===== src/rtl/assert_macros.svh =====
// ----------------------------------------------------------------------------
// Assertion macros
// Shared forms for the clocked checks of the clock unit.
// ----------------------------------------------------------------------------
`ifndef ASSERT_MACROS_SVH
`define ASSERT_MACROS_SVH

// property must hold at every edge outside reset
`define ASSERT_CLK(label, clk, rst_n, prop, msg) \
    label: assert property (@(posedge clk) disable iff (!rst_n) (prop)) \
        else $error(msg);

// expression must never be true outside reset
`define ASSERT_NEVER(label, clk, rst_n, expr, msg) \
    label: assert property (@(posedge clk) disable iff (!rst_n) !(expr)) \
        else $error(msg);

`endif


===== src/rtl/clwc_pkg.sv =====
// ----------------------------------------------------------------------------
// Clock unit package
// Types and constants shared by the clock, countdown and alarm unit.
// ----------------------------------------------------------------------------
package clwc_pkg;

    typedef enum logic [1:0] {
        MODE_TICK      = 2'd0,
        MODE_SET_CLOCK = 2'd1,
        MODE_START     = 2'd2,
        MODE_NOP       = 2'd3
    } t_mode;

    localparam logic [3:0] HOUR_FIRST   = 4'd1;
    localparam logic [3:0] HOUR_LAST    = 4'd12;
    localparam logic [5:0] UNIT_LAST    = 6'd59;
    localparam logic [6:0] CD_MIN_LAST  = 7'd99;
    localparam logic [7:0] ALERT_RESET  = 8'd5;

    typedef struct packed {
        t_mode      mode;
        logic [3:0] set_hours;
        logic [6:0] set_minutes;
        logic [5:0] set_seconds;
        logic       reminder_kind;
    } t_item;

    typedef struct packed {
        logic [3:0] clock_hours;
        logic [5:0] clock_minutes;
        logic [5:0] clock_seconds;
        logic [6:0] remaining_minutes;
        logic [5:0] remaining_seconds;
        logic       running_flag;
        logic       alerting_flag;
        logic       finished_flag;
        logic       alert_began;
    } t_result;

    typedef struct packed {
        logic [3:0] hours;
        logic [5:0] minutes;
        logic [5:0] seconds;
        logic [3:0] rem_hour;
        logic [6:0] rem_minutes;
        logic [5:0] rem_seconds;
        logic       rem_kind;
        logic       armed;
        logic       alerting;
        logic       done;
        logic [7:0] alert_left;
    } t_state;

endpackage


===== src/rtl/clwc_in_reg.sv =====
// ----------------------------------------------------------------------------
// Clock unit input register
// Captures one input beat and hands it to the core when the core advances.
// ----------------------------------------------------------------------------
module clwc_in_reg
    import clwc_pkg::*;
(
    input  logic  i_clk,
    input  logic  i_rst_n,
    input  logic  i_valid,
    output logic  o_ready,
    input  t_item i_item,
    output logic  o_valid,
    input  logic  i_ready,
    output t_item o_item
);

    logic  r_valid;
    logic  n_valid;
    t_item r_item;
    logic  take;

    assign take    = i_valid && o_ready;
    assign o_ready = !r_valid || i_ready;
    assign o_valid = r_valid;
    assign o_item  = r_item;

    always_comb begin
        n_valid = r_valid;
        if (take) begin
            n_valid = 1'b1;
        end else if (i_ready) begin
            n_valid = 1'b0;
        end
    end

    always_ff @(posedge i_clk) begin
        if (!i_rst_n) begin
            r_valid <= 1'b0;
        end else begin
            r_valid <= n_valid;
        end
    end

    always_ff @(posedge i_clk) begin
        if (take) begin
            r_item <= i_item;
        end
    end

endmodule


===== src/rtl/clwc_core.sv =====
// ----------------------------------------------------------------------------
// Clock unit core
// Clock and reminder state, one-pass update per beat, and result register.
// ----------------------------------------------------------------------------
`include "assert_macros.svh"

module clwc_core
    import clwc_pkg::*;
(
    input  logic       i_clk,
    input  logic       i_rst_n,
    input  logic [7:0] i_alert_length,
    input  logic       i_valid,
    output logic       o_ready,
    input  t_item      i_item,
    output logic       o_valid,
    input  logic       i_ready,
    output t_result    o_res
);

    t_state  r_st;
    t_state  n_st;
    t_result r_res;
    t_result n_res;
    logic    r_out_valid;
    logic    adv;
    logic    began;
    logic    clock_ok;
    logic    fire_ok;

    assign o_ready = !r_out_valid || i_ready;
    assign adv     = i_valid && o_ready;
    assign o_valid = r_out_valid;
    assign o_res   = r_res;

    function automatic logic [3:0] limit_hour(input logic [3:0] h);
        if (h == 4'd0) begin
            return HOUR_FIRST;
        end else if (h > HOUR_LAST) begin
            return HOUR_LAST;
        end
        return h;
    endfunction

    function automatic logic [5:0] limit_unit(input logic [6:0] v);
        if (v > {1'b0, UNIT_LAST}) begin
            return UNIT_LAST;
        end
        return v[5:0];
    endfunction

    always_comb begin
        logic [6:0] dec_min;
        logic [5:0] dec_sec;
        n_st    = r_st;
        began   = 1'b0;
        dec_min = r_st.rem_minutes;
        dec_sec = r_st.rem_seconds;
        case (i_item.mode)
            MODE_TICK: begin
                if (r_st.seconds >= UNIT_LAST) begin
                    n_st.seconds = 6'd0;
                    if (r_st.minutes >= UNIT_LAST) begin
                        n_st.minutes = 6'd0;
                        n_st.hours   = (r_st.hours >= HOUR_LAST) ? HOUR_FIRST
                                                                 : r_st.hours + 4'd1;
                    end else begin
                        n_st.minutes = r_st.minutes + 6'd1;
                    end
                end else begin
                    n_st.seconds = r_st.seconds + 6'd1;
                end

                if (r_st.rem_seconds == 6'd0) begin
                    dec_min = r_st.rem_minutes - 7'd1;
                    dec_sec = UNIT_LAST;
                end else begin
                    dec_sec = r_st.rem_seconds - 6'd1;
                end

                if (!r_st.rem_kind && r_st.armed) begin
                    if (r_st.rem_minutes == 7'd0 && r_st.rem_seconds == 6'd0) begin
                        began = 1'b1;
                    end else begin
                        n_st.rem_minutes = dec_min;
                        n_st.rem_seconds = dec_sec;
                        began = (dec_min == 7'd0) && (dec_sec == 6'd0);
                    end
                end else if (r_st.rem_kind && r_st.armed &&
                             r_st.rem_minutes == {1'b0, n_st.minutes} &&
                             r_st.rem_hour == n_st.hours) begin
                    began = 1'b1;
                end else if (r_st.alerting) begin
                    if (r_st.alert_left <= 8'd1) begin
                        n_st.alert_left = 8'd0;
                        n_st.alerting   = 1'b0;
                        n_st.done       = 1'b1;
                    end else begin
                        n_st.alert_left = r_st.alert_left - 8'd1;
                    end
                end

                if (began) begin
                    n_st.armed      = 1'b0;
                    n_st.alerting   = 1'b1;
                    n_st.alert_left = i_alert_length;
                end
            end
            MODE_SET_CLOCK: begin
                n_st.hours   = limit_hour(i_item.set_hours);
                n_st.minutes = limit_unit(i_item.set_minutes);
                n_st.seconds = limit_unit({1'b0, i_item.set_seconds});
            end
            MODE_START: begin
                n_st.rem_kind = i_item.reminder_kind;
                if (!i_item.reminder_kind) begin
                    n_st.rem_minutes = (i_item.set_minutes > CD_MIN_LAST) ? CD_MIN_LAST
                                                                          : i_item.set_minutes;
                    n_st.rem_seconds = limit_unit({1'b0, i_item.set_seconds});
                end else begin
                    n_st.rem_hour    = limit_hour(i_item.set_hours);
                    n_st.rem_minutes = {1'b0, limit_unit(i_item.set_minutes)};
                    n_st.rem_seconds = 6'd0;
                end
                n_st.armed      = 1'b1;
                n_st.alerting   = 1'b0;
                n_st.done       = 1'b0;
                n_st.alert_left = 8'd0;
            end
            default: begin
                n_st = r_st;
            end
        endcase

        n_res.clock_hours       = n_st.hours;
        n_res.clock_minutes     = n_st.minutes;
        n_res.clock_seconds     = n_st.seconds;
        n_res.remaining_minutes = n_st.rem_minutes;
        n_res.remaining_seconds = n_st.rem_seconds;
        n_res.running_flag      = n_st.armed;
        n_res.alerting_flag     = n_st.alerting;
        n_res.finished_flag     = n_st.done;
        n_res.alert_began       = began;
    end

    always_ff @(posedge i_clk) begin
        if (!i_rst_n) begin
            r_st.hours       <= HOUR_LAST;
            r_st.minutes     <= 6'd0;
            r_st.seconds     <= 6'd0;
            r_st.rem_hour    <= HOUR_LAST;
            r_st.rem_minutes <= 7'd0;
            r_st.rem_seconds <= 6'd0;
            r_st.rem_kind    <= 1'b0;
            r_st.armed       <= 1'b0;
            r_st.alerting    <= 1'b0;
            r_st.done        <= 1'b0;
            r_st.alert_left  <= 8'd0;
            r_out_valid      <= 1'b0;
        end else begin
            if (adv) begin
                r_st        <= n_st;
                r_out_valid <= 1'b1;
            end else if (i_ready) begin
                r_out_valid <= 1'b0;
            end
        end
    end

    always_ff @(posedge i_clk) begin
        if (adv) begin
            r_res <= n_res;
        end
    end

    assign clock_ok = (r_st.hours >= HOUR_FIRST) && (r_st.hours <= HOUR_LAST) &&
                      (r_st.minutes <= UNIT_LAST) && (r_st.seconds <= UNIT_LAST);
    assign fire_ok  = r_res.alerting_flag && !r_res.running_flag &&
                      (r_st.alert_left == i_alert_length);

    `ASSERT_NEVER(a_armed_alert, i_clk, i_rst_n, r_st.armed && r_st.alerting, "armed in alert")
    `ASSERT_NEVER(a_alert_done, i_clk, i_rst_n, r_st.alerting && r_st.done, "alert after finish")
    `ASSERT_CLK(a_clock_range, i_clk, i_rst_n, clock_ok, "clock time out of range")
    `ASSERT_CLK(a_began_alerts, i_clk, i_rst_n, adv && began |=> fire_ok, "alert start not loaded")

endmodule


===== src/rtl/clock_with_countdown_and_alarm_unit.sv =====
// ----------------------------------------------------------------------------
// Clock with countdown and alarm unit
// 12-hour clock with a countdown or alarm reminder and a timed alert.
// ----------------------------------------------------------------------------
// Accepts one beat per clock cycle on the input channel while o_ready is
// high, and returns one result beat for each: an input register, then a
// combinational update of the clock and reminder state that loads the
// result register. The state register is written with each accepted beat,
// so back-to-back beats see each other's effect. The alert length
// register is sampled when a reminder fires; write it only while idle.
module clock_with_countdown_and_alarm_unit
    import clwc_pkg::*;
(
    input  logic       i_clk,
    input  logic       i_rst_n,
    input  logic       i_valid,
    output logic       o_ready,
    input  logic [1:0] i_mode,
    input  logic [3:0] i_set_hours,
    input  logic [6:0] i_set_minutes,
    input  logic [5:0] i_set_seconds,
    input  logic       i_reminder_kind,
    output logic       o_valid,
    input  logic       i_ready,
    output logic [3:0] o_clock_hours,
    output logic [5:0] o_clock_minutes,
    output logic [5:0] o_clock_seconds,
    output logic [6:0] o_remaining_minutes,
    output logic [5:0] o_remaining_seconds,
    output logic       o_running_flag,
    output logic       o_alerting_flag,
    output logic       o_finished_flag,
    output logic       o_alert_began,
    input  logic       i_cfg_valid,
    output logic       o_cfg_ready,
    input  logic [7:0] i_cfg_alert_length
);

    logic [7:0] r_alert_length;
    t_item      in_item;
    t_item      core_item;
    logic       core_valid;
    logic       core_ready;
    t_result    res;

    assign in_item.mode          = t_mode'(i_mode);
    assign in_item.set_hours     = i_set_hours;
    assign in_item.set_minutes   = i_set_minutes;
    assign in_item.set_seconds   = i_set_seconds;
    assign in_item.reminder_kind = i_reminder_kind;

    assign o_cfg_ready = 1'b1;

    always_ff @(posedge i_clk) begin
        if (!i_rst_n) begin
            r_alert_length <= ALERT_RESET;
        end else if (i_cfg_valid && o_cfg_ready) begin
            r_alert_length <= i_cfg_alert_length;
        end
    end

    clwc_in_reg u_in_reg (
        .i_clk   (i_clk),
        .i_rst_n (i_rst_n),
        .i_valid (i_valid),
        .o_ready (o_ready),
        .i_item  (in_item),
        .o_valid (core_valid),
        .i_ready (core_ready),
        .o_item  (core_item)
    );

    clwc_core u_core (
        .i_clk          (i_clk),
        .i_rst_n        (i_rst_n),
        .i_alert_length (r_alert_length),
        .i_valid        (core_valid),
        .o_ready        (core_ready),
        .i_item         (core_item),
        .o_valid        (o_valid),
        .i_ready        (i_ready),
        .o_res          (res)
    );

    assign o_clock_hours       = res.clock_hours;
    assign o_clock_minutes     = res.clock_minutes;
    assign o_clock_seconds     = res.clock_seconds;
    assign o_remaining_minutes = res.remaining_minutes;
    assign o_remaining_seconds = res.remaining_seconds;
    assign o_running_flag      = res.running_flag;
    assign o_alerting_flag     = res.alerting_flag;
    assign o_finished_flag     = res.finished_flag;
    assign o_alert_began       = res.alert_began;

endmodule

===== config.mk =====
export PLATFORM = sky130hd
export DESIGN_NAME = clock_with_countdown_and_alarm_unit
export DESIGN_NICKNAME = d
export VERILOG_FILES = /design/src/rtl/clwc_pkg.sv /design/src/rtl/clwc_in_reg.sv /design/src/rtl/clwc_core.sv /design/src/rtl/clock_with_countdown_and_alarm_unit.sv
export VERILOG_INCLUDE_DIRS = /design/src /design/src/rtl
export SDC_FILE = /design/constraint.sdc
export NUM_CORES = 1
export LEC_CHECK = 0
export BUFFER_PORTS_ARGS = -buffer_cell sky130_fd_sc_hd__buf_2
export CAP_MARGIN = 20
export CORE_UTILIZATION = 25
export DETAILED_ROUTE_END_ITERATION = 7
export HOLD_SLACK_MARGIN = 0.1
export SETUP_SLACK_MARGIN = 0.02
export SLEW_MARGIN = 20
export SYNTH_ARGS = -nofsm -noshare
export SYNTH_HDL_FRONTEND = slang
export SYNTH_SLANG_ARGS = --single-unit

===== constraint.sdc =====
create_clock -name i_clk -period 3.66 [get_ports i_clk]
set_clock_uncertainty 0.1 [all_clocks]
set_input_delay 0.183 -clock i_clk [delete_from_list [all_inputs] [get_ports i_clk]]
set_output_delay 0.183 -clock i_clk [all_outputs]
set_load 0.02 [all_outputs]

==> impl_metrics.env, run 1 <==
export IMPL_timing_setup_tns_ps=0
export IMPL_root_buffer="clkbuf_16"
export IMPL_hold_depth=3
export IMPL_track_usage_pct=13.49
export IMPL_vias=5081
export IMPL_drt_iter0_markers=479
export IMPL_critPathCaptureType="flop"
export IMPL_clkTransAtPathRegs_ps=70
export IMPL_fillers=2494
export IMPL_syn_nets=677
export IMPL_ys_seq_area_share_pct=45.30
export IMPL_multiInputGateArea_um2=3000
export IMPL_synth_async_reset_ratio_pct=0
export IMPL_totalWireLength_um=16060
export IMPL_worstMarginPinSlew_ps=990.9
export IMPL_peakVddDrop_mv=0.2624
export IMPL_final_layout_size_suffix_gt1_share_pct=15.92
export IMPL_drc=0
export IMPL_r2r_start="u_core.r_st[29]$_SDFFE_PN0P_"
export IMPL_finalHoldViolCount=0
export IMPL_h_tree_depth=3
export IMPL_die_w_um=156.2
export IMPL_syn_inst=635
export IMPL_synth_common_cells="nand2_1, dfxtp_1, edfxtp_1"
export IMPL_cts_tree="yes"
export IMPL_first_pass_iters=5
export IMPL_arrival_ps=3550
export IMPL_synthFlopType="dfxtp_1"
export IMPL_fp_dieH_um=156.2
export IMPL_dp_hpwl_um=11410
export IMPL_cts_num_sinks=108
export IMPL_crit_path_max_fanout=14
export IMPL_synth_seq_cells=108
export IMPL_start_util_pct=25.40
export IMPL_post_drt_via_cell_ratio=4.909
export IMPL_grt_overflow_total=0
export IMPL_yosys_warnings=0
export IMPL_cts_buffers=9
export IMPL_postRouteAntennaNets=0
export IMPL_core_area_um2=23400
export IMPL_setup_viol=0
export IMPL_die_area_um2=24400
export IMPL_startpoint_type="flop"
export IMPL_portBuffers=67
export IMPL_timing_slew_headroom_pct=33.80
export IMPL_p_leak_nw=2.676
export IMPL_ys_top_cells_by_area="edfxtp_1, dfxtp_1, nand2_1"
export IMPL_outcome="finished, final reports clean"
export IMPL_synth_top_area_share_pct=26.77
export IMPL_place_gp_congestion=0.9109
export IMPL_nets=753
export IMPL_cts_max_path_buffers=2
export IMPL_grt_pass1_vias=4786
export IMPL_period_share_pct=91.49
export IMPL_min_to="r_alert_length[2]$_SDFFE_PN1P_"
export IMPL_crit_type="flop to flop"
export IMPL_grt_antenna_before_repair=0
export IMPL_hold_path_class="input pin to flop"
export IMPL_fmax_mhz=298.6
export IMPL_synth_distinct_cells=78
export IMPL_syn_area_um2=5944
export IMPL_rsz0062_at_grt="false"
export IMPL_slew_violations=0
export IMPL_wl_per_cell_um=15.52
export IMPL_n_antenna_cell=0
export IMPL_grt_max_degree=57
export IMPL_area_growth_pct=20.37
export IMPL_min_period_ps=3349
export IMPL_design_area_um2=7156
export IMPL_yosysMostFrequentCell="nand2_1"
export IMPL_max_cap_viol_count=0
export IMPL_synth_edf_count=53
export IMPL_cts_resized=0
export IMPL_place_area_um2=6543
export IMPL_regToRegSetupSlack_ps=310
export IMPL_clk_latency_ps=360
export IMPL_r2r_end="u_core.r_st[6]$_SDFFE_PN0P_"
export IMPL_grt_pass1_wl_um=25480
export IMPL_hold_start="i_cfg_valid"
export IMPL_reg2reg_depth=10
export IMPL_seqCellArea_um2=2693
export IMPL_required_ps=3870
export IMPL_synth_top_cell_by_area="edfxtp_1"
export IMPL_io_pins=69
export IMPL_power_density_nw_per_um2=383.6
export IMPL_row_count=56
export IMPL_synth_avg_cell_area_um2=9.361
## kinds of logic after synthesis
| group | count (synthesis) | share of synthesized area (%) |
|---|---|---|
| xor gates and xnor gates | 13 | 2.042 |
| DFF | 108 | 45.30 |
| AOI/OAI and AO/OA | 187 | 22.52 |
| muxes | 19 | 3.283 |
| buffers and inverters | 57 | 4.252 |
| adders and majority gates | 9 | 1.894 |
| and+or+nand+nor | 241 | 20.65 |
| other | 1 | 0.06308 |
## worst max path at each step
stage	start	end	cells past startpoint
detailed placement	u_core.r_st[29]$_SDFFE_PN0P_	u_core.r_st[6]$_SDFFE_PN0P_	10
floorplan	u_core.r_st[29]$_SDFFE_PN0P_	u_core.r_st[6]$_SDFFE_PN0P_	11
CTS	u_core.r_st[29]$_SDFFE_PN0P_	u_core.r_st[6]$_SDFFE_PN0P_	10
finish	u_core.r_st[29]$_SDFFE_PN0P_	u_core.r_st[6]$_SDFFE_PN0P_	10
global placement	u_core.r_st[29]$_SDFFE_PN0P_	u_core.r_st[6]$_SDFFE_PN0P_	10
global route	u_core.r_st[29]$_SDFFE_PN0P_	u_core.r_st[6]$_SDFFE_PN0P_	10
## critical path, stage by stage (launching register included)
cell and delay [ps]:
dfxtp_1 390, ha_1 310, o2111a_2 380, a41oi_1 240
or3_1 400, nand2_1 80, or4_1 120, o21ai_1 70
nor2b_1 770, a32o_1 300, a22o_1 130
## final cells by class
cell class | count | area share [%]
multi-input cells | 470 | 41.93
well taps | 319 | 5.578
flip-flops and latches | 108 | 37.63
clock buffers | 9 | 3.147
inverters | 17 | 0.8918
repair buffers | 105 | 9.757
clock inverters | 7 | 1.067
## report_power, final
group | internal, mW | switching [mW]
logic | 0.151 | 0.216
clock network | 0.534 | 0.460
registers | 1.33 | 0.0569
## flip-flops by register name, indices dropped and copies added, names as in the netlist
name,cells
u_core.r_st,45
u_core.o_res,33
u_in_reg.o_item,20
r_alert_length,8
u_core.o_valid,1
u_in_reg.o_valid,1
## per-layer routing
metal	routed length (µm)	track usage [%]	vias up	share of wire [%]
li1	-	-	2495	-
met1	7547	17.86	2420	47
met2	7462	21.34	145	46
met3	660	2.639	21	4.1
met4	388	5.696	0	2.4
met5	0	0	-	0
## stage by stage
step / cells / worst slack (ps) / hold slack (ps) / total power, mW / utilization (%)
3_5_place_dp: 988 / 358.2 / 261.5 / 1.752 / 27.96
3_3_place_gp: 988 / 405.0 / 262.9 / 1.749 / 27.96
5_1_grt: 1035 / 21.06 / 135.9 / 2.864 / 30.58
6_report: 1035 / 311.4 / 141.8 / 2.745 / 30.58
4_1_cts: 1035 / 347.0 / 122.2 / 2.776 / 30.57
2_1_floorplan: 635 / 791.2 / 181.9 / 1.633 / -
## layout by cell type, fill, tap and decap left out, types with 9 or more instances in the layout
cell	synthesis	layout
a22o_1	13	13
nand2_1	69	69
a21boi_0	13	13
and3_1	9	9
clkbuf_16	0	9
o21ai_0	42	42
buf_2	4	67
dfxtp_1	55	55
mux2i_1	15	15
dlygate4sd3_1	0	31
a21oi_1	32	32
and2_1	13	12
nor3b_1	11	11
edfxtp_1	53	53
nand3_1	22	22
nor2b_1	21	21
ha_1	9	9
nor2_1	45	45
inv_1	16	15
nor3_1	15	15
a32o_1	10	10
## timing repair
item,4_1_cts,5_1_grt
setup buffers,0,0
hold endpoints to repair,30,0
hold buffers,31,0
No activity file was read; power rests on OpenSTA's default activity.
==> run 2, diff against run 1 <==
==> constraint.sdc (replaced) <==
create_clock -name i_clk -period 2.85 [get_ports i_clk]
set_clock_uncertainty 0.1 [all_clocks]
set_input_delay 0.1425 -clock i_clk [delete_from_list [all_inputs] [get_ports i_clk]]
set_output_delay 0.1425 -clock i_clk [all_outputs]
set_load 0.02 [all_outputs]
==> run 2 against run 1 <==
The run now ends with negative setup slack left. Combinational power is 52% higher. Worst hold slack worse by 15 ps. First-iteration DRC count is 20% lower. Clock power is 27% higher. Die area stayed put. Power is 31% higher. Cell count is 7.8% higher. Wire length is 7.4% higher. Sequential share of layout area is 4.0 points lower. Clock-buffer cell count stayed put. Final area is 13% higher. Critical endpoint is now u_core.r_st[7]$_SDFFE_PN0P_. Largest power group unchanged. Highest routed layer unchanged.
==> impl_metrics.env, run 2 (synthesized netlist as in run 1, its figures left out) <==
export IMPL_outcome="complete, but fails checks"
export IMPL_failed_checks="negative setup slack"
export IMPL_place_area_um2=7042
export IMPL_grt_pass1_wl_um=26710
export IMPL_start_util_pct=25.40
export IMPL_cts_tree="yes"
export IMPL_fin_ws_ps=-90.88
export IMPL_fillers=2438
export IMPL_wl_met1_um=7882
export IMPL_clkTransAtPathRegs_ps=70
export IMPL_cts_max_path_buffers=2
export IMPL_drt_iter0_markers=381
export IMPL_hold_path_class="input pin to flop"
export IMPL_p_comb_share_pct=15.6
export IMPL_grt_overflow_total=0
export IMPL_cts_num_sinks=108
export IMPL_nets=834
export IMPL_dp_slack_ps=-147.6
export IMPL_min_to="r_alert_length[5]$_SDFFE_PN0P_"
export IMPL_power_internal_mw=2.630
export IMPL_seqCellArea_um2=2708
export IMPL_core_area_um2=23400
export IMPL_dp_hpwl_um=12110
export IMPL_crit_path_max_fanout=7
export IMPL_clk_latency_ps=360
export IMPL_die_w_um=156.2
export IMPL_row_count=56
export IMPL_timing_setup_tns_ps=-378.4
export IMPL_fmax_mhz=340.0
export IMPL_n_antenna_cell=0
export IMPL_track_usage_pct=14.13
export IMPL_pwr_share_clk_pct=35.1
export IMPL_totalWireLength_um=17250
export IMPL_wl_met3_um=801
export IMPL_arrival_ps=3100
export IMPL_setup_viol=8
export IMPL_post_drt_via_cell_ratio=4.775
export IMPL_timing_slew_headroom_pct=59.17
export IMPL_finalHoldViolCount=0
export IMPL_final_layout_size_suffix_gt1_share_pct=28.98
export IMPL_largest_reg_flops=45
export IMPL_pwr_share_seq_pct=49.3
export IMPL_critPathCaptureType="flop"
export IMPL_startpoint_type="flop"
export IMPL_hold_depth=3
export IMPL_min_period_ps=2941
export IMPL_portBuffers=67
export IMPL_wl_met2_um=8100
export IMPL_layout_common_cells="buf_4, nand2_1, buf_2"
export IMPL_crit_type="flop to flop"
export IMPL_grt_pass1_vias=4990
export IMPL_power_density_nw_per_um2=445.0
export IMPL_multiInputGateArea_um2=3239
export IMPL_final_common_cell="buf_4"
export IMPL_vias=5329
export IMPL_r2r_start="u_core.r_st[29]$_SDFFE_PN0P_"
export IMPL_drc=0
export IMPL_grt_antenna_before_repair=0
export IMPL_hold_start="i_cfg_valid"
export IMPL_h_tree_depth=3
export IMPL_route_top_layer_used="met4"
export IMPL_required_ps=3010
export IMPL_period_share_pct=103.2
export IMPL_p_leak_nw=3.149
export IMPL_place_gp_congestion=0.8487
export IMPL_max_cap_viol_count=0
export IMPL_first_pass_iters=5
export IMPL_regToRegSetupSlack_ps=-90
export IMPL_die_area_um2=24400
export IMPL_grt_max_degree=56
export IMPL_cts_buffers=9
export IMPL_root_buffer="clkbuf_16"
export IMPL_rsz0062_at_grt="true"
export IMPL_io_pins=69
export IMPL_wl_per_cell_um=15.45
export IMPL_reg2reg_depth=12
export IMPL_postRouteAntennaNets=0
export IMPL_slew_violations=0
export IMPL_area_growth_pct=35.47
export IMPL_top_register="u_core.r_st"
export IMPL_peakVddDrop_mv=0.2588
export IMPL_p_sw_share_pct=26.62
export IMPL_worstMarginPinSlew_ps=612.5
export IMPL_design_area_um2=8053
export IMPL_r2r_end="u_core.r_st[7]$_SDFFE_PN0P_"
export IMPL_p_switching_mw=0.9541
export IMPL_fp_dieH_um=156.2
-- run 2: changes by cell type in the layout (fill, tap and decap cells not counted), sizes merged --
cell	before	now
clkinvlp	3	0
dlygate4sd3	31	33
buf	74	153
clkinv	3	6
-- run 2: worst max path at each step --
| stage | startpoint | endpoint | slack, ps | cells after the start |
|---|---|---|---|---|
| final | u_core.r_st[29]$_SDFFE_PN0P_ | u_core.r_st[7]$_SDFFE_PN0P_ | -90 | 12 |
| after global routing | u_core.r_st[29]$_SDFFE_PN0P_ | u_core.r_st[6]$_SDFFE_PN0P_ | -210 | 12 |
| after CTS | u_core.r_st[30]$_SDFFE_PN0P_ | u_core.r_st[7]$_SDFFE_PN0P_ | -10 | 12 |
| after detailed placement | u_core.r_st[29]$_SDFFE_PN0P_ | u_core.r_st[7]$_SDFFE_PN0P_ | -150 | 12 |
| after global placement | u_core.r_st[29]$_SDFFE_PN0P_ | u_core.r_st[6]$_SDFFE_PN0P_ | -90 | 12 |
| after floorplan | u_core.r_st[35]$_SDFFE_PN0P_ | u_core.r_st[6]$_SDFFE_PN0P_ | 20 | 11 |
-- run 2: cell type report --
class,instances,area share [%]
multi-input cells,470,40.23
repair buffers,186,16.80
well taps,319,4.956
clock buffers,9,2.797
inverters,17,0.7924
flip-flops and latches,108,33.62
clock inverters,7,0.8080
-- run 2: metal layers --
metal	GRT usage (%)	vias up
li1	-	2660
met1	18.14	2505
met2	23.32	135
met3	2.528	29
met4	5.742	0
met5	0	-
-- run 2: critical path, cell delays in order, from the launching register on --
cell	delay, ps
dfxtp_2	360
ha_4	160
o2111ai_4	140
buf_6	180
nor3_4	220
o21a_1	180
o2111ai_2	140
or4_4	520
o21ai_4	180
nor2b_4	70
buf_6	130
a32o_1	240
a22o_1	220
-- run 2: timing repair --
action | in CTS | in global routing
cloned | 1 | 0
pin swaps | 21 | 31
endpoints found under the setup margin | 12 | 13
gates resized for setup | 38 | 24
endpoints found under the hold margin | 30 | 0
hold buffers | 33 | 0
setup buffers | 9 | 7
-- run 2: per-stage QoR --
step / util (%) / instances / hold WS [ps] / total power, mW
4_1_cts: 33.71 / 1109 / 114.8 / 3.607
5_1_grt: 34.41 / 1116 / 143.9 / 3.738
3_3_place_gp: 30.09 / 1050 / 221.2 / 2.299
3_5_place_dp: 30.09 / 1050 / 220.6 / 2.299
6_report: 34.41 / 1116 / 127.2 / 3.584
2_1_floorplan: - / 635 / 141.4 / 2.100
-- run 2: power groups by stage --
stage,logic (mW),clock network [mW],registers [mW]
global placement,0.497,0,1.80
CTS,0.545,1.30,1.77
finish,0.559,1.26,1.77
global route,0.610,1.35,1.78
floorplan,0.292,0,1.81
detailed placement,0.498,0,1.80
